==> src/hw/rtl/rud_pkg.sv <==
// Shared constants for the restoring unsigned divider.
`timescale 1ns / 1ps

package rud_pkg;

    localparam int DEF_WIDTH = 32;
    localparam int MIN_WIDTH = 8;
    localparam int MAX_WIDTH = 64;

endpackage

==> src/hw/rtl/rud_skid.sv <==
// Output register with a skid slot that lets the cell chain run while a result waits.
`timescale 1ns / 1ps

module rud_skid #(
    parameter int WIDTH = rud_pkg::DEF_WIDTH
) (
    input  logic             clk,
    input  logic             rst_n,
    input  logic             in_valid,
    input  logic [WIDTH-1:0] in_data,
    output logic             in_ready,
    output logic             out_valid,
    output logic [WIDTH-1:0] out_data,
    input  logic             out_ready
);

    logic             out_valid_reg;
    logic             out_valid_next;
    logic [WIDTH-1:0] out_data_reg;
    logic             skid_valid_reg;
    logic             skid_valid_next;
    logic [WIDTH-1:0] skid_data_reg;
    logic             load_out;
    logic             load_skid;

    always_comb
    begin
        load_out        = out_ready || !out_valid_reg;
        load_skid       = !load_out && in_valid;
        out_valid_next  = out_valid_reg;
        skid_valid_next = skid_valid_reg;
        if (load_out)
        begin
            out_valid_next  = skid_valid_reg || in_valid;
            skid_valid_next = 1'b0;
        end
        else if (load_skid)
        begin
            skid_valid_next = 1'b1;
        end
    end

    always_ff @(posedge clk or negedge rst_n)
    begin
        if (!rst_n)
        begin
            out_valid_reg  <= 1'b0;
            skid_valid_reg <= 1'b0;
        end
        else
        begin
            out_valid_reg  <= out_valid_next;
            skid_valid_reg <= skid_valid_next;
        end
    end

    always_ff @(posedge clk)
    begin
        if (load_out)
        begin
            out_data_reg <= skid_valid_reg ? skid_data_reg : in_data;
        end
        if (load_skid)
        begin
            skid_data_reg <= in_data;
        end
    end

    assign in_ready  = !skid_valid_reg;
    assign out_valid = out_valid_reg;
    assign out_data  = out_data_reg;

    a_skid_needs_out: assert property (@(posedge clk) disable iff (!rst_n)
        skid_valid_reg |-> out_valid_reg)
        else $error("skid slot holds data while output is empty");

    a_stall_fills_skid: assert property (@(posedge clk) disable iff (!rst_n)
        (out_valid_reg && !out_ready && in_valid && !skid_valid_reg) |=> skid_valid_reg)
        else $error("stalled result did not move into skid slot");

    a_drain_empties_skid: assert property (@(posedge clk) disable iff (!rst_n)
        (skid_valid_reg && out_ready) |=> (!skid_valid_reg && out_valid_reg))
        else $error("skid slot did not drain to output");

    a_no_input_when_full: assert property (@(posedge clk) disable iff (!rst_n)
        skid_valid_reg |-> !in_ready)
        else $error("input offered while skid slot is full");

endmodule

==> config.mk <==
export PLATFORM = sky130hd
export DESIGN_NAME = rud_skid
export DESIGN_NICKNAME = d
export VERILOG_FILES = /design/src/hw/rtl/rud_pkg.sv /design/src/hw/rtl/rud_skid.sv
export SDC_FILE = /design/constraint.sdc
export NUM_CORES = 1
export LEC_CHECK = 0
export ABC_AREA = 1
export BUFFER_PORTS_ARGS = -buffer_cell sky130_fd_sc_hd__buf_4
export CAP_MARGIN = 20
export CORE_ASPECT_RATIO = 1.1
export CORE_MARGIN = 10
export CORE_UTILIZATION = 51
export CTS_CLUSTER_SIZE = 40
export DETAILED_ROUTE_END_ITERATION = 8
export GPL_TIMING_DRIVEN = 0
export HOLD_SLACK_MARGIN = 0.15
export PLACE_DENSITY = 0.76
export SYNTH_ARGS = -nofsm -noshare
export SYNTH_HDL_FRONTEND = slang
export SYNTH_SLANG_ARGS = --single-unit
==> constraint.sdc <==
create_clock -name clk -period 4.1 [get_ports clk]
set_clock_uncertainty 0.15 [all_clocks]
set_input_delay 0.82 -clock clk [delete_from_list [all_inputs] [get_ports clk]]
set_output_delay 0.82 -clock clk [all_outputs]
set_load 0.02 [all_outputs]
Yosys cells after proc, flatten, opt, wreduce, memory -nomap -nowiden
Cells that the tools add are included.

Input port bits: 36. Memories kept: 0. Latch bits: 0. Logic and storage cells: 14. Output and inout bits: 34. Bits in writable memories: 0. Register bits after elaboration: 66. Bits in read-only memories: 0.

Reduce and logical (&&, ||, !) cells: 7. Divide/modulo/power cells: 0. Shift operators: 0. Multiplexer cells: 3. Bitwise operators: 0. $lt $le $gt $ge: 0. Equality and inequality tests: 0. $mul: 0. $add $sub $neg: 0.

Operators by type and width (count): two-way mux 32 bit (1); zero test 1 bit (3); logical OR 1 bit (2); two-way mux 1 bit (2); nonzero test 2 bit (1); logical AND 1 bit (1).

Depth between registers and ports, before layout
Depth after elaboration: 6. Mapped depth: 5. Depth with buffers taken out: 3.

Worst setup path before layout
Ideal clock, no wire load.

Path type: input to register. From: in out_ready. To: reg skid_data_reg[0] (enable). Arrival: 3067 ps. Setup time: 421 ps. Required time: 3529 ps. Buffers on the path: 0. Stages: 3. Path slack: 462 ps. Cell sequence: inv_1 -> nand2_1 -> nor2_1.

Longest elaborated chain between the ends: 3.

RTL lines: start: declaration (RTL line rud_skid.sv:14) `input logic out_ready`; logical OR 1 bit (RTL line rud_skid.sv:28) `load_out = out_ready || !out_valid_reg;`; via load_out (RTL line rud_skid.sv:23) `logic load_out;`; zero test 1 bit (RTL line rud_skid.sv:29) `load_skid = !load_out && in_valid;`; logical AND 1 bit (RTL line rud_skid.sv:29); via load_skid (RTL line rud_skid.sv:24) `logic load_skid;`; end signal: assignment (RTL line rud_skid.sv:65) `skid_data_reg <= in_data;`; end: declaration (RTL line rud_skid.sv:22) `logic [WIDTH-1:0] skid_data_reg;`.

The timed path passes the listed nets, and every way through them passes these cells. A chain may end at the register's enable or synchronous reset.

Worst setup path after layout
From: in out_ready. To: reg skid_data_reg[12] (enable).

Same word-level chain as after synthesis.

==> metrics.txt <==
# TYPE chip_impl_metric gauge
chip_impl_metric{name="synth_top_cell_area_share",unit=""} 0.770
chip_impl_metric{name="synth-seq-area-share",unit=""} 0.790
chip_impl_metric{name="drt_iter0_drc",unit=""} 99
chip_impl_metric{name="cell_count_after_placement",unit=""} 303
chip_impl_metric{name="worst-r2r-setup-slack",unit="ns"} 1.63
chip_impl_metric{name="worstPathRequired",unit="ns"} 3.90
chip_impl_metric{name="max-clock-path-buffers",unit=""} 2
chip_impl_info{name="synth_area_leaders",value="sky130_fd_sc_hd__edfxtp_1, sky130_fd_sc_hd__nand2_1, sky130_fd_sc_hd__nand2_2"} 1
chip_impl_metric{name="fillers",unit=""} 339
chip_impl_info{name="worstHoldPathType",value="flop to flop"} 1
chip_impl_info{name="layout_commonest_cell",value="sky130_fd_sc_hd__nand2_1"} 1
chip_impl_info{name="worst_setup_path_end_kind",value="flop"} 1
chip_impl_info{name="critical_path_class",value="primary input to flop"} 1
chip_impl_metric{name="critical_path_peak_fanout",unit=""} 32
chip_impl_metric{name="grt_antenna_before_repair",unit=""} 0
chip_impl_metric{name="setup_violations",unit=""} 0
chip_impl_info{name="layout.cells.most_common_list",value="sky130_fd_sc_hd__nand2_1, sky130_fd_sc_hd__buf_4, sky130_fd_sc_hd__edfxtp_1"} 1
chip_impl_metric{name="antenna-diode-count",unit=""} 0
chip_impl_metric{name="synthToLayoutAreaGrowth",unit="%"} 32.5
chip_impl_metric{name="multi_input_logic_area",unit="sq um"} 424
chip_impl_metric{name="syn-instance-count",unit=""} 177
chip_impl_info{name="whs_endpoint",value="out_data[30]$_DFFE_PP_"} 1
chip_impl_metric{name="chipWidth",unit="microns"} 86.7
chip_impl_metric{name="worst_hold_path.num_cells",unit=""} 2
chip_impl_metric{name="slew_headroom",unit=""} 0.406
chip_impl_metric{name="grt_first_pass_wirelength",unit="mm"} 8.17
chip_impl_metric{name="wl_per_cell",unit="microns"} 15.7
chip_impl_metric{name="start_util",unit=""} 0.533
chip_impl_metric{name="overflow",unit=""} 0
chip_impl_metric{name="htreeDepth",unit=""} 3
chip_impl_metric{name="groute.usage.overall",unit=""} 0.132
chip_impl_metric{name="route.final.wire_length",unit="mm"} 5.04
chip_impl_info{name="reg_to_reg_end",value="skid_data_reg[12]$_DFFE_PP_"} 1
chip_impl_metric{name="synth-seq-cells",unit=""} 66
chip_impl_metric{name="peakVddDrop",unit="mV"} 0.304
chip_impl_metric{name="place_congestion",unit=""} 0.722
chip_impl_metric{name="core_area",unit="sq um"} 4680
chip_impl_metric{name="vias_per_cell",unit=""} 4.79
chip_impl_info{name="cts_tree",value="yes"} 1
chip_impl_metric{name="die_ar",unit="sq um"} 8100
chip_impl_metric{name="detailroute.via_count",unit=""} 1532
chip_impl_metric{name="syn_nets",unit=""} 213
chip_impl_metric{name="reg2reg_depth",unit=""} 3
chip_impl_metric{name="hold_viol_final",unit=""} 0
chip_impl_metric{name="yosys.cell_types.count",unit=""} 10
chip_impl_metric{name="grt_start_max_net_pins",unit=""} 33
chip_impl_metric{name="post_layout_nonfiller_instances",unit=""} 320
chip_impl_metric{name="floorplan.die.height",unit="microns"} 93.4
chip_impl_metric{name="numPortBuffers",unit=""} 69
chip_impl_metric{name="finish.net_count",unit=""} 295
chip_impl_metric{name="max_freq",unit="GHz"} 0.365
chip_impl_info{name="clock_tree.root_cell",value="sky130_fd_sc_hd__clkbuf_8"} 1
chip_impl_metric{name="final_antenna_net_count",unit=""} 0
chip_impl_metric{name="postCtsHoldBufs",unit=""} 1
chip_impl_metric{name="rows",unit=""} 26
chip_impl_metric{name="firstDrtPassIters",unit=""} 4
chip_impl_metric{name="p_leak",unit="nW"} 1.44
chip_impl_metric{name="mappedNetlistArea",unit="sq um"} 2500
chip_impl_metric{name="dp_hpwl",unit="mm"} 3.66
chip_impl_metric{name="later_pin_clock_latency_in_the_skew_report",unit="ns"} 0.32
chip_impl_metric{name="worst-endpoint-arrival",unit="ns"} 2.54
chip_impl_metric{name="numCtsBuffers",unit=""} 9
chip_impl_metric{name="post_cts.repair.setup_buffers",unit=""} 0
chip_impl_metric{name="worstMarginPinSlew",unit="ns"} 0.889
chip_impl_metric{name="sequential_cell_area",unit="sq um"} 1970
chip_impl_info{name="hold_path_startpoint",value="skid_data_reg[30]$_DFFE_PP_"} 1
chip_impl_metric{name="max_cap_viol_count",unit=""} 0
chip_impl_metric{name="finalSetupTns",unit="ns"} 0
chip_impl_metric{name="clock_sinks",unit=""} 66
chip_impl_metric{name="final.hold.worst_slack",unit="ns"} 0.367
chip_impl_metric{name="io_pins",unit=""} 70
chip_impl_metric{name="yosysWarningCount",unit=""} 0
chip_impl_metric{name="timing.final.crit_share",unit=""} 0.669
chip_impl_info{name="grt_setup_unrepaired",value="no"} 1
chip_impl_info{name="r2r_start",value="out_valid$_DFFE_PN0P_"} 1
chip_impl_info{name="library_cell_with_the_largest_summed_area_after_synthesis",value="sky130_fd_sc_hd__edfxtp_1"} 1
chip_impl_info{name="result_of_the_run",value="complete, no violations"} 1
chip_impl_metric{name="cts.clk_slew.worst_paths",unit="ns"} 0.06
chip_impl_metric{name="number_of_resized_instances_in_the_post_cts_repair_step",unit=""} 0
chip_impl_info{name="critPathLaunchType",value="primary input"} 1
chip_impl_metric{name="power-per-cell-area",unit="nW/um^2"} 465
chip_impl_metric{name="avgSynthCellArea",unit="sq um"} 14.1
chip_impl_metric{name="layout-drive-gt1-share",unit=""} 0.398
chip_impl_metric{name="drc",unit=""} 0
chip_impl_metric{name="min_period",unit="ns"} 2.74
chip_impl_metric{name="final-max-slew-violation-count",unit=""} 0
chip_impl_metric{name="via_count_of_the_first_global_routing_pass",unit=""} 1660
## cell families (layout without fill, tap and decap cells)
group                  count (synthesis)  in the layout  synth area share
buffers and inverters                 10             97            0.0431
flip-flops                            66             66             0.790
AND/OR/NAND/NOR                      101            101             0.167
## where the power goes
group | switching [mW] | leakage [nW] | internal (mW)
Sequential | 0.0133 | 0.644 | 0.802
Combinational | 0.126 | 0.704 | 0.0959
Clock | 0.222 | 0.0894 | 0.277
Total | 0.362 | 1.44 | 1.17
## synth_stat cells (all sizes together)
cell type   n
inv         3
nor2        3
dfrtp       2
buf         7
nand2      98
edfxtp     64
## metrics by stage
stage | worst slack, ns | total power, mW | area (sq um) | util
after global placement | -0.560 | 1.04 | 3080 | 0.658
after global routing | 1.18 | 1.60 | 3310 | 0.706
final | 1.36 | 1.54 | 3310 | 0.706
after CTS | 1.31 | 1.55 | 3310 | 0.706
after detailed placement | 0.956 | 1.06 | 3120 | 0.666
after floorplan | 0.462 | 0.944 | 2500 | -
## worst max path at each step
| stage | cells past startpoint | end | slack (ns) | start |
|---|---|---|---|---|
| 5_1_grt | 5 | skid_data_reg[4]$_DFFE_PP_ | 1.18 | out_ready |
| 3_5_place_dp | 5 | skid_data_reg[9]$_DFFE_PP_ | 0.96 | out_ready |
| 2_1_floorplan | 3 | skid_data_reg[0]$_DFFE_PP_ | 0.46 | out_ready |
| 6_report | 5 | skid_data_reg[12]$_DFFE_PP_ | 1.36 | out_ready |
| 4_1_cts | 5 | skid_data_reg[4]$_DFFE_PP_ | 1.31 | out_ready |
| 3_3_place_gp | 4 | skid_data_reg[16]$_DFFE_PP_ | -0.56 | out_ready |
## routing by layer
metal / global-route usage / part of all wire / vias to the layer above
li1: - / - / 763
met5: 0 / 0 / -
met4: 0.0527 / 0.014 / 0
met2: 0.221 / 0.50 / 59
met3: 0.0599 / 0.086 / 9
met1: 0.141 / 0.40 / 701
## layout make-up
class,count,share of cell area
flip-flops and latches,66,0.596
repair buffers,71,0.168
multi-input cells,101,0.128
clock buffers,12,0.0409
plain buffers,7,0.0269
well taps,56,0.0212
clock inverters,4,0.0129
inverters,3,0.00568
## worst max-delay path: stages
cell	delay, ns
sky130_fd_sc_hd__buf_4	0.11
sky130_fd_sc_hd__inv_1	0.04
sky130_fd_sc_hd__nand2_1	0.49
sky130_fd_sc_hd__buf_16	0.39
sky130_fd_sc_hd__nor2_4	0.69
No activity file was read; power rests on OpenSTA's default activity.
