--- src/hw/rtl/rud_pkg.sv ---
// Shared constants for the restoring unsigned divider.
`timescale 1ns / 1ps

package rud_pkg;

    localparam int DEF_WIDTH = 32;
    localparam int MIN_WIDTH = 8;
    localparam int MAX_WIDTH = 64;

endpackage

--- src/hw/rtl/rud_cell.sv ---
// One restoring division step: shift in a dividend bit, trial subtract, register.
`timescale 1ns / 1ps

module rud_cell #(
    parameter int WIDTH = rud_pkg::DEF_WIDTH
) (
    input  logic             clk,
    input  logic             rst_n,
    input  logic             advance,
    input  logic             valid_in,
    input  logic [WIDTH-1:0] rem_in,
    input  logic [WIDTH-1:0] quo_in,
    input  logic [WIDTH-1:0] den_in,
    output logic             valid_out,
    output logic [WIDTH-1:0] rem_out,
    output logic [WIDTH-1:0] quo_out,
    output logic [WIDTH-1:0] den_out
);

    logic             valid_reg;
    logic [WIDTH-1:0] rem_reg;
    logic [WIDTH-1:0] quo_reg;
    logic [WIDTH-1:0] den_reg;

    logic             guard;
    logic [WIDTH-1:0] shifted;
    logic             take;
    logic [WIDTH-1:0] rem_next;
    logic [WIDTH-1:0] quo_next;

    always_comb
    begin
        guard    = rem_in[WIDTH-1];
        shifted  = {rem_in[WIDTH-2:0], quo_in[WIDTH-1]};
        take     = guard || (shifted >= den_in);
        rem_next = take ? (shifted - den_in) : shifted;
        quo_next = {quo_in[WIDTH-2:0], take};
    end

    always_ff @(posedge clk or negedge rst_n)
    begin
        if (!rst_n)
        begin
            valid_reg <= 1'b0;
        end
        else if (advance)
        begin
            valid_reg <= valid_in;
        end
    end

    always_ff @(posedge clk)
    begin
        if (advance)
        begin
            rem_reg <= rem_next;
            quo_reg <= quo_next;
            den_reg <= den_in;
        end
    end

    assign valid_out = valid_reg;
    assign rem_out   = rem_reg;
    assign quo_out   = quo_reg;
    assign den_out   = den_reg;

endmodule

--- config.mk ---
export PLATFORM = sky130hd
export DESIGN_NAME = rud_cell
export DESIGN_NICKNAME = d
export VERILOG_FILES = /design/src/hw/rtl/rud_pkg.sv /design/src/hw/rtl/rud_cell.sv
export SDC_FILE = /design/constraint.sdc
export NUM_CORES = 1
export LEC_CHECK = 0
export BUFFER_PORTS_ARGS = -buffer_cell sky130_fd_sc_hd__clkbuf_2
export CORE_UTILIZATION = 39
export CTS_CLUSTER_SIZE = 24
export DETAILED_ROUTE_END_ITERATION = 10
export GPL_ROUTABILITY_DRIVEN = 0
export MAX_ROUTING_LAYER = met4
export PLACE_DENSITY = 0.68
export SLEW_MARGIN = 0
export SYNTH_ARGS = -nofsm -noshare
export SYNTH_HDL_FRONTEND = slang
export SYNTH_SLANG_ARGS = --single-unit
--- constraint.sdc ---
create_clock -name clk -period 0.9 [get_ports clk]
set_input_delay 0.045 -clock clk [delete_from_list [all_inputs] [get_ports clk]]
set_output_delay 0.045 -clock clk [all_outputs]
set_load 0.05 [all_outputs]
== Word level (Yosys, flattened, before mapping) ==
Cells that the tools add are included.

* Magnitude comparators: 1
* Divide/modulo/power cells: 0
* Add/subtract/negate cells: 1
* Shift operators: 0
* Muxes and demuxes: 1
* Bitwise gates (word level): 0
* Reductions and logical operators: 1
* Equality and inequality tests: 0
* Multipliers: 0

{| class="wikitable"
|+ Operators by type and width
! kind !! count
|-
| $ge 32x32->1 || 1
|-
| $mux 32 || 1
|-
| $sub 32x32->32 || 1
|-
| $logic_or 1x1->1 || 1
|}

* Flip-flop bits (word level): 97
* Input port bits: 100
* Word-level logic and storage cells: 8
* RAM bits: 0
* Latch bits: 0
* Memories: 0
* Bits in read-only memories: 0
* Output and inout port bits: 97

== Logic depth before layout (Yosys ltp) ==
Gate-level depths: netlist of run 1.

* Depth in word-level cells: 3
* Gate-level depth with buffers: 12

== Least setup slack after synthesis of run 1 ==
OpenSTA, ideal clock, no wires.

* Kind: in2reg
* Start point: in quo_in[31]
* End point: reg rem_reg[30] (netlist: rem_out[30]) (data pin)
* Slack: -1.553 ns
* Arrival time: 2.193 ns
* Setup time: 0.260 ns
* Cell stages on the path: 11
* Cells stage by stage: inv_1 ha_1 fa_1 and2b_4 o31ai_4 a31o_4 o21ai_2 a211oi_2 o21ai_4 buf_6 mux2_4

* Longest elaborated chain between the ends: 3
* Elaborated cells on any way between the ends: 4
* Those cells by class: add/sub (1); order compare (1); mux (1); reduce/logical (1)

{| class="wikitable"
|+ RTL lines
! item !! RTL line !! text
|-
| start: declaration || rud_cell.sv:12 || <nowiki>input logic [WIDTH-1:0] quo_in,</nowiki>
|-
| $ge 32x32->1 || rud_cell.sv:35 || <nowiki>take = guard || (shifted >= den_in);</nowiki>
|-
| $logic_or 1x1->1 || rud_cell.sv:35 ||
|-
| $mux 32 * || rud_cell.sv:36 || <nowiki>rem_next = take ? (shifted - den_in) : shifted;</nowiki>
|-
| via rem_next[30] || rud_cell.sv:28 || <nowiki>logic [WIDTH-1:0] rem_next;</nowiki>
|-
| end signal: assignment || rud_cell.sv:56 || <nowiki>rem_reg <= rem_next;</nowiki>
|-
| end: declaration || rud_cell.sv:21 || <nowiki>logic [WIDTH-1:0] rem_reg;</nowiki>
|}

Mark *: on every way through the listed nets, which the timed path passes. The rest lies on a longest branch.
A chain may end at the register's enable or synchronous reset.

== Worst setup path in the final report of run 1 ==
* Start point: in quo_in[31]
* End point: reg rem_reg[25] (netlist: rem_out[25]) (data pin)

Same word-level chain as after synthesis.

==> flow_summary.json, run 1 <==
{
  "synth.distinct_cells": 51,
  "worst_hold_path_type": "in2reg",
  "final-max-slew-violation-count": 0,
  "nets": 966,
  "grt_max_degree": 23,
  "ir_drop_uv": 950,
  "instances_no_fill": 1010,
  "worst_pin_slew_ns": 0.471,
  "synth_edf_count": 96,
  "synth.area.mux_share": 0.0202,
  "antenna_cells": 0,
  "slew-limit-headroom": 0.683,
  "routed-via-count": 5138,
  "synth_compound_area_frac": 0.166,
  "synthArstFlopShare": 0.0103,
  "hold_violations": 0,
  "ant_nets": 0,
  "numPlacedInstances": 917,
  "io_pins": 197,
  "p_switching_w": 0.00574,
  "rsz0062_at_grt": "yes",
  "start_util": 0.405,
  "drc_errors": 0,
  "drtIter0Drc": 351,
  "grt_usage": 0.259,
  "min_period_ns": 2.19,
  "ys_seq_area_frac": 0.560,
  "synth_top_family_by_area": "compound AO/OA/AOI/OAI gates",
  "ys.flop_type": "edfxtp_1",
  "internal_power_w": 0.0105,
  "synth_warnings": 0,
  "io_buffers": 196,
  "via_per_inst": 5.09,
  "synth_nets": 573,
  "synth_cells": 440,
  "die_w_um": 117,
  "synth_simple_gate_area_frac": 0.0850,
  "crit_path_end_kind": "flip-flop",
  "drt-pass1-iter-count": 5,
  "violations": "setup timing",
  "antenna_found_initial": 0,
  "ys_ff_latch": 97,
  "yosys.area_share.adder": 0.0809,
  "dp_slack_ns": -1.69,
  "cap_violations": 0,
  "cts-root-buf": "clkbuf_16",
  "cts_tree": "yes",
  "start_kind": "primary input",
  "wl_per_cell_um": 17.7,
  "yosysTopAreaCell": "edfxtp_1",
  "setup_viol": 130,
  "path_max_fanout": 4,
  "core_area_mm2": 0.0128,
  "grt_overflow": 0,
  "swShare": 0.354,
  "htreeDepth": 3,
  "dieArea_mm2": 0.0138,
  "final_core_util": 0.749,
  "synth_xor_area_frac": 0.0455,
  "synth_top_area_frac": 0.555,
  "cp.required_ns": 1.08,
  "cts_buffers": 9,
  "grt_pass1_wl_um": 27100,
  "cts_sinks": 97,
  "p_total_w": 0.0162,
  "seq_power_share": 0.361,
  "critPathArrivalTime_ns": 2.38,
  "finalWirelength_um": 17900,
  "grt_pass1_vias": 5277,
  "synth_area_mm2": 0.00520,
  "cellPowerDensity_mw_per_mm2": 1690,
  "synthTopCellsByArea": "edfxtp_1 (55%), ha_1 (7.7%), a21oi_1 (4.4%)",
  "final.setup_skew_ns": 0,
  "clockPowerShare": 0.238,
  "post-route-period-util": 2.44,
  "leakage_nw": 4.33,
  "drive_gt1_frac": 0.500,
  "clock_latency_ns": 0.36,
  "crit_type": "in2reg",
  "fmaxAchievable_mhz": 456,
  "syn_avg_cell_area_um2": 11.8,
  "pwr-share-comb": 0.401,
  "clkTransAtPathRegs_ns": 0.08,
  "status": "finished with violations",
  "layout_setup_ws_ns": -1.29,
  "area_growth_syn_to_layout_pct": 84.8,
  "rows": 41,
  "die_h_um": 117,
  "place_hpwl_um": 11000,
  "cts_max_path_buffers": 2
}
## cell type report
cell class                 instances  area [um^2]
clock buffer                       9          225
clock inverter                     7         62.6
fill                             815         3220
inverter                          40          163
multi-input combinational        291         2330
sequential                        97         2910
tap                              172          215
timing repair buffer             394         3690
## registers in the layout, summed over array words and instances (netlist names)
signal	cells
den_out	32
quo_out	32
rem_out	32
valid_out	1
## synthesized netlist by cell type, types with 4 or more instances
| master | instances |
|---|---|
| nand3_1 | 7 |
| nand2b_1 | 4 |
| o21a_1 | 6 |
| nor3_1 | 4 |
| nand4_1 | 5 |
| xnor2_1 | 15 |
| ha_1 | 32 |
| inv_1 | 39 |
| o211ai_1 | 6 |
| a31oi_1 | 9 |
| o21ai_0 | 15 |
| a21oi_1 | 46 |
| nor2_1 | 42 |
| clkbuf_1 | 6 |
| xor2_1 | 12 |
| nor2b_1 | 4 |
| mux2_2 | 8 |
| edfxtp_1 | 96 |
| and3_1 | 4 |
| a21o_1 | 13 |
| nand2_1 | 21 |
## power groups by stage
| stage | Combinational [W] | Sequential [W] | Clock, W |
|---|---|---|---|
| 2_1_floorplan | 0.00156 | 0.00747 | 0 |
| 3_3_place_gp | 0.00492 | 0.00579 | 0 |
| 3_5_place_dp | 0.00499 | 0.00580 | 0 |
| 4_1_cts | 0.00613 | 0.00578 | 0.00380 |
| 5_1_grt | 0.00680 | 0.00589 | 0.00407 |
| 6_report | 0.00650 | 0.00585 | 0.00385 |
## worst max-delay path: stages
cell       delay (ns)
clkbuf_16        0.12
inv_12           0.03
ha_4             0.15
fa_2             0.35
and2b_4          0.28
o31ai_4          0.07
a31o_4           0.25
o21ai_4          0.14
a211oi_4         0.09
o21ai_4          0.25
buf_4            0.17
clkbuf_16        0.13
inv_2            0.04
o31ai_2          0.26
## stage by stage
step | hold slack, ns | area, um^2 | setup TNS, ns
finish | 0.0178 | 9600 | -47.92
global route | 0.0227 | 9600 | -51.45
CTS | 0.0111 | 9390 | -46.03
detailed placement | -0.175 | 7370 | -54.14
global placement | -0.180 | 7370 | -51.27
floorplan | -0.251 | 5290 | -42.96
## worst paths after layout
| path | start | endpoint | slack (ns) | cells past startpoint |
|---|---|---|---|---|
| max | quo_in[31] | rem_out[25]$_DFFE_PP_ | -1.29 | 14 |
| min | rem_in[2] | rem_out[3]$_DFFE_PP_ | 0.02 | 2 |
| max reg2reg | valid_out$_DFFE_PN0P_ | valid_out$_DFFE_PN0P_ | 0.10 | 1 |
| min reg2reg | valid_out$_DFFE_PN0P_ | valid_out$_DFFE_PN0P_ | 0.56 | 1 |
| max in group asynchronous | rst_n | valid_out$_DFFE_PN0P_ | 0.23 | 3 |
| min in group asynchronous | rst_n | valid_out$_DFFE_PN0P_ | 0.55 | 3 |
## cells by family (layout without fill, tap and decap cells)
logic type / Yosys count / after routing
AND/OR/NAND/NOR: 97 / 97
AO/OA/AOI/OAI: 125 / 125
flip-flops: 97 / 97
XOR/XNOR: 27 / 27
multiplexers: 9 / 9
adder cells (fa/ha/maj): 33 / 33
buffers and inverters: 52 / 450
## per-layer routing
metal	part of all wire	vias up	global-route usage	wire length [um]
met5	0	-	-	0
met4	0.019	0	0.0714	335
met3	0.069	31	0.0540	1230
met2	0.52	250	0.443	9220
met1	0.40	2448	0.308	7070
li1	-	2409	-	-
## cell usage in the layout (no fill, tap or decap), types with 4 or more instances in the layout
master           n
o21ai_0         13
clkbuf_2        97
nor2_1          23
a21o_1          13
ha_1            30
a21oi_2         21
nand2b_1         4
inv_1           38
buf_4          119
mux2_2           5
xnor2_1         15
and3_1           4
edfxtp_1        96
xor2_1          12
o21a_1           6
mux2_4           4
dlygate4sd3_1   65
clkbuf_8        58
nor2b_1          4
nor3_1           4
nor2_2           9
buf_12           4
a31oi_1          7
buf_8           44
buf_6            4
o211ai_1         6
nor2_4          10
a21oi_1         24
clkbuf_16       11
nand2_1         21
nand3_1          7
nand4_1          5
## what timing repair did
action	4_1_cts	5_1_grt
pin swaps	2	2
buffers inserted	4	6
cloned	2	1
gates resized for setup	234	68
hold buffers	65	0
hold endpoints to repair	64	0
endpoints found under the setup margin	130	130
(Power assumes the default switching activity.)
==> run 2, diff against run 1 <==
- CORE_UTILIZATION: 39 -> 25
- PLACE_DENSITY: 0.68 -> 0.48
- TNS_END_PERCENT: default -> 100
==> run 2 against run 1 <==
Against the previous run:
- the flow still finishes with violations (setup timing)
- fmax decreased by 1.7%
- routed wire length shrank 7.6%
- power increased by 0.22%
- sequential cell count did not move
- highest routed layer unchanged
- first-iteration DRC count is 30% lower
- via count down 4.0%
- largest power group unchanged
- design area rose by 2.3%
- hold slack better by 0.0077 ns
==> flow_summary.json, run 2 (synthesized netlist as in run 1, its figures left out) <==
{
  "htreeDepth": 3,
  "die_w_um": 146,
  "worst_pin_slew_ns": 0.451,
  "slew-limit-headroom": 0.696,
  "die_h_um": 146,
  "grt_pass1_vias": 5196,
  "via_per_inst": 4.43,
  "core_area_mm2": 0.0203,
  "cts-root-buf": "clkbuf_16",
  "ant_nets": 0,
  "post-route-period-util": 2.48,
  "start_util": 0.256,
  "path_max_fanout": 5,
  "clkTransAtPathRegs_ns": 0.07,
  "finalWirelength_um": 16500,
  "final.setup_skew_ns": 0,
  "start_kind": "primary input",
  "drc_errors": 0,
  "grt_overflow": 0,
  "grt_pass1_wl_um": 25900,
  "antenna_cells": 0,
  "drtIter0Drc": 245,
  "nets": 970,
  "pwr-share-comb": 0.398,
  "internal_power_w": 0.0107,
  "worst_hold_path_type": "in2reg",
  "drive_gt1_frac": 0.500,
  "grt_max_degree": 32,
  "mostFrequentLayoutCell": "buf_4",
  "rsz0062_at_grt": "yes",
  "p_switching_w": 0.00552,
  "status": "finished with violations",
  "rows": 52,
  "cts_buffers": 9,
  "swShare": 0.340,
  "violations": "setup timing",
  "final_core_util": 0.484,
  "clockPowerShare": 0.244,
  "clock_latency_ns": 0.35,
  "cts_max_path_buffers": 2,
  "crit_type": "in2reg",
  "drt-pass1-iter-count": 4,
  "cp.required_ns": 1.00,
  "ir_drop_uv": 964,
  "seq_power_share": 0.358,
  "cts_tree": "yes",
  "io_pins": 197,
  "cap_violations": 0,
  "grt_usage": 0.158,
  "cts_sinks": 97,
  "critPathArrivalTime_ns": 2.33,
  "setup_viol": 130,
  "crit_path_end_kind": "flip-flop",
  "routed-via-count": 4931,
  "hold_violations": 0,
  "final-max-slew-violation-count": 0,
  "layout_setup_ws_ns": -1.33,
  "fmaxAchievable_mhz": 449,
  "min_period_ns": 2.23,
  "io_buffers": 196,
  "dieArea_mm2": 0.0214,
  "numPlacedInstances": 1020,
  "place_hpwl_um": 12100,
  "instances_no_fill": 1112,
  "antenna_found_initial": 0,
  "area_growth_syn_to_layout_pct": 89.0,
  "leakage_nw": 4.37,
  "final_cell_mix": "buf_4 (122), clkbuf_2 (97), edfxtp_1 (96)",
  "wl_per_cell_um": 14.8,
  "cellPowerDensity_mw_per_mm2": 1650
}
## run 2: cell type report
class	instances	area, um^2
clock buffer	10	229
clock inverter	6	67.6
fill	1861	10500
inverter	40	168
multi-input combinational	291	2400
sequential	97	2910
tap	270	338
timing repair buffer	398	3710
## run 2: path summary, 6_finish.rpt
kind | start | to | slack [ns] | cells past startpoint
max | quo_in[31] | rem_out[13]$_DFFE_PP_ | -1.33 | 12
min | rem_in[2] | rem_out[3]$_DFFE_PP_ | 0.03 | 2
max in group asynchronous | rst_n | valid_out$_DFFE_PN0P_ | 0.23 | 3
min reg2reg | valid_out$_DFFE_PN0P_ | valid_out$_DFFE_PN0P_ | 0.56 | 1
max reg2reg | valid_out$_DFFE_PN0P_ | valid_out$_DFFE_PN0P_ | 0.11 | 1
min in group asynchronous | rst_n | valid_out$_DFFE_PN0P_ | 0.54 | 3
## run 2: power groups by stage
stage | clock network (W) | registers, W | logic [W]
floorplan | 0 | 0.00747 | 0.00156
global placement | 0 | 0.00580 | 0.00503
detailed placement | 0 | 0.00580 | 0.00508
CTS | 0.00412 | 0.00578 | 0.00624
global route | 0.00428 | 0.00587 | 0.00684
finish | 0.00396 | 0.00582 | 0.00646
## run 2: metrics by stage
step	total power [W]	area, um^2	hold slack, ns	TNS [ns]	setup slack (ns)
2_1_floorplan	0.00903	5290	-0.251	-42.96	-1.41
3_3_place_gp	0.0108	7540	-0.180	-51.68	-1.65
3_5_place_dp	0.0109	7540	-0.179	-53.99	-1.72
4_1_cts	0.0161	9590	0.00901	-46.27	-1.22
5_1_grt	0.0170	9820	0.0213	-53.79	-1.38
6_report	0.0162	9820	0.0255	-48.12	-1.33
## run 2: repair_timing
action | 4_1_cts | 5_1_grt
gates resized for setup | 240 | 65
setup endpoints to repair | 130 | 130
buffers inserted | 5 | 4
hold endpoints to repair | 66 | 0
pin swaps | 5 | 14
cloned | 1 | 2
hold buffers | 67 | 0
## run 2: metal layers
metal	global-route usage	vias to the layer above	routed length, um
li1	-	2411	-
met1	0.193	2336	7090
met2	0.261	163	8240
met3	0.0375	21	951
met4	0.0375	0	210
met5	-	-	0
## run 2: critical path: stages
cell	delay, ns
clkbuf_16	0.12
inv_12	0.03
ha_4	0.15
fa_2	0.38
and2b_4	0.27
o31ai_4	0.09
a31o_4	0.25
o21ai_4	0.14
a211oi_4	0.09
o21ai_4	0.25
buf_6	0.19
mux2_4	0.30
==> run 3, diff against run 2 <==
- CORE_MARGIN: default -> 8
==> run 3 against run 2 <==
Against the previous run:
- the flow still finishes with violations (setup timing)
- routed wire length rose by 4.6%
- first-iteration DRC count fell by 4.5%
- power rose by 3.8%
- highest routed layer unchanged
- non-clock buffer count fell by 3
- die area rose by 20%
- critical path type unchanged
- critical endpoint is now rem_out[20]$_DFFE_PP_
- sequential share of layout area fell by 0.12 points
- clock-buffer cell count rose by 1
==> flow_summary.json, run 3 (synthesized netlist as in run 1, its figures left out) <==
{
  "status": "finished with violations",
  "violations": "setup timing",
  "antenna_found_initial": 0,
  "io_buffers": 196,
  "worst_pin_slew_ns": 0.482,
  "n_fill_cell": 1820,
  "die_w_um": 160,
  "drtIter0Drc": 234,
  "grt_overflow": 0,
  "clock_latency_ns": 0.35,
  "io_pins": 197,
  "worst_hold_path_type": "in2reg",
  "ir_drop_uv": 861,
  "numPlacedInstances": 1021,
  "crit_family": "compound AO/OA/AOI/OAI gates",
  "hold_violations": 0,
  "start_kind": "primary input",
  "final-max-slew-violation-count": 0,
  "crit_type": "in2reg",
  "cts_tree": "yes",
  "cellPowerDensity_mw_per_mm2": 1710,
  "cts-root-buf": "clkbuf_16",
  "slew-limit-headroom": 0.675,
  "core_area_mm2": 0.0203,
  "whs_ns": 0.0196,
  "crit_path_end_kind": "flip-flop",
  "area_growth_syn_to_layout_pct": 89.8,
  "dp_slack_ns": -1.70,
  "path_max_fanout": 6,
  "critPathSlowestCell": "fa_2",
  "final_core_util": 0.486,
  "cap_violations": 0,
  "dieArea_mm2": 0.0257,
  "place_hpwl_um": 13300,
  "antenna_cells": 0,
  "fmaxAchievable_mhz": 468,
  "setup_viol": 130,
  "layout_setup_ws_ns": -1.24,
  "ant_nets": 0,
  "grt_max_degree": 32,
  "instances_no_fill": 1109,
  "nets": 967,
  "routed-via-count": 4842,
  "slowest_delay_ns": 0.34,
  "htreeDepth": 3,
  "final.setup_skew_ns": 0,
  "via_per_inst": 4.37,
  "critPathArrivalTime_ns": 2.24,
  "finalWirelength_um": 17300,
  "drive_gt1_frac": 0.504,
  "min_period_ns": 2.14,
  "rsz0062_at_grt": "yes",
  "start_util": 0.256,
  "grt_usage": 0.139,
  "clkTransAtPathRegs_ns": 0.07,
  "grt_pass1_wl_um": 27900,
  "cts_sinks": 97,
  "finalInstanceArea_mm2": 0.00986,
  "drc_errors": 0,
  "grt_pass1_vias": 5402,
  "place_area_mm2": 0.00752,
  "leakage_nw": 4.38,
  "cp.required_ns": 1.00,
  "crit_top_cell": "o21ai_4",
  "rows": 52,
  "mostFrequentLayoutCell": "buf_4",
  "post-route-period-util": 2.37,
  "critPathBufInv": 3,
  "wl_per_cell_um": 15.6,
  "cts_buffers": 9,
  "die_h_um": 160,
  "drt-pass1-iter-count": 4,
  "cts_max_path_buffers": 2,
  "final_cell_mix": "buf_4 (118), clkbuf_2 (97), edfxtp_1 (96)",
  "worstPathCellList": "clkbuf_16 -> inv_12 -> ha_4 -> fa_2 -> and2b_4 -> o31ai_4 -> a31o_4 -> o21ai_4 -> a211oi_4 -> o21ai_4 -> buf_8 -> mux2_4"
}
[run 3: cell types whose count changed in the layout (fill, tap and decap cells not counted), moves of 2 or more]
cell        delta
buf_6          +2
buf_8          +8
a21oi_2        +5
a21oi_1        -6
nor2_4         -5
bufinv_16      +2
buf_12         -2
buf_4          -4
clkbuf_8       -4
nor2_1         +4
clkinvlp_4     -2
[run 3: final timing paths]
| path | cells past startpoint | slack (ns) | end | startpoint |
|---|---|---|---|---|
| min reg2reg | 1 | 0.54 | valid_out$_DFFE_PN0P_ | valid_out$_DFFE_PN0P_ |
| min | 2 | 0.02 | rem_out[10]$_DFFE_PP_ | rem_in[9] |
| min in group asynchronous | 3 | 0.55 | valid_out$_DFFE_PN0P_ | rst_n |
| max reg2reg | 1 | 0.12 | valid_out$_DFFE_PN0P_ | valid_out$_DFFE_PN0P_ |
| max in group asynchronous | 3 | 0.23 | valid_out$_DFFE_PN0P_ | rst_n |
| max | 12 | -1.24 | rem_out[20]$_DFFE_PP_ | quo_in[31] |
[run 3: layer usage]
layer	GRT usage	vias up	share of wire
met5	-	-	0
met4	0.0412	0	0.011
met3	0.0409	13	0.066
met2	0.231	145	0.49
met1	0.159	2280	0.44
li1	-	2404	-
[run 3: timing repair]
| item | CTS | global route |
|---|---|---|
| hold endpoints to repair | 65 | 0 |
| buffers inserted | 4 | 2 |
| cloned | 2 | 1 |
| setup endpoints to repair | 130 | 130 |
| pin swaps | 5 | 7 |
| resized for setup | 246 | 71 |
| hold buffers | 66 | 0 |
[run 3: layout make-up]
class / instances / area [um^2] / area share
Clock buffer: 11 / 243 / 0.0246
Clock inverter: 5 / 108 / 0.0109
Inverter: 40 / 168 / 0.0170
Multi-Input combinational cell: 291 / 2420 / 0.245
Sequential cell: 97 / 2910 / 0.295
Tap cell: 270 / 338 / 0.0343
Timing Repair Buffer: 395 / 3680 / 0.373
[run 3: through the flow]
stage,power (W),TNS [ns]
3_5_place_dp,0.0109,-53.47
4_1_cts,0.0168,-47.70
5_1_grt,0.0177,-49.43
6_report,0.0168,-43.76
2_1_floorplan,0.00903,-42.96
3_3_place_gp,0.0109,-51.72
[run 3: power by group]
| group | internal, W | total [W] | switching, W |
|---|---|---|---|
| logic | 0.00299 | 0.00648 | 0.00349 |
| registers | 0.00557 | 0.00582 | 0.000251 |
| clock network | 0.00282 | 0.00455 | 0.00173 |
| total | 0.0114 | 0.0168 | 0.00547 |
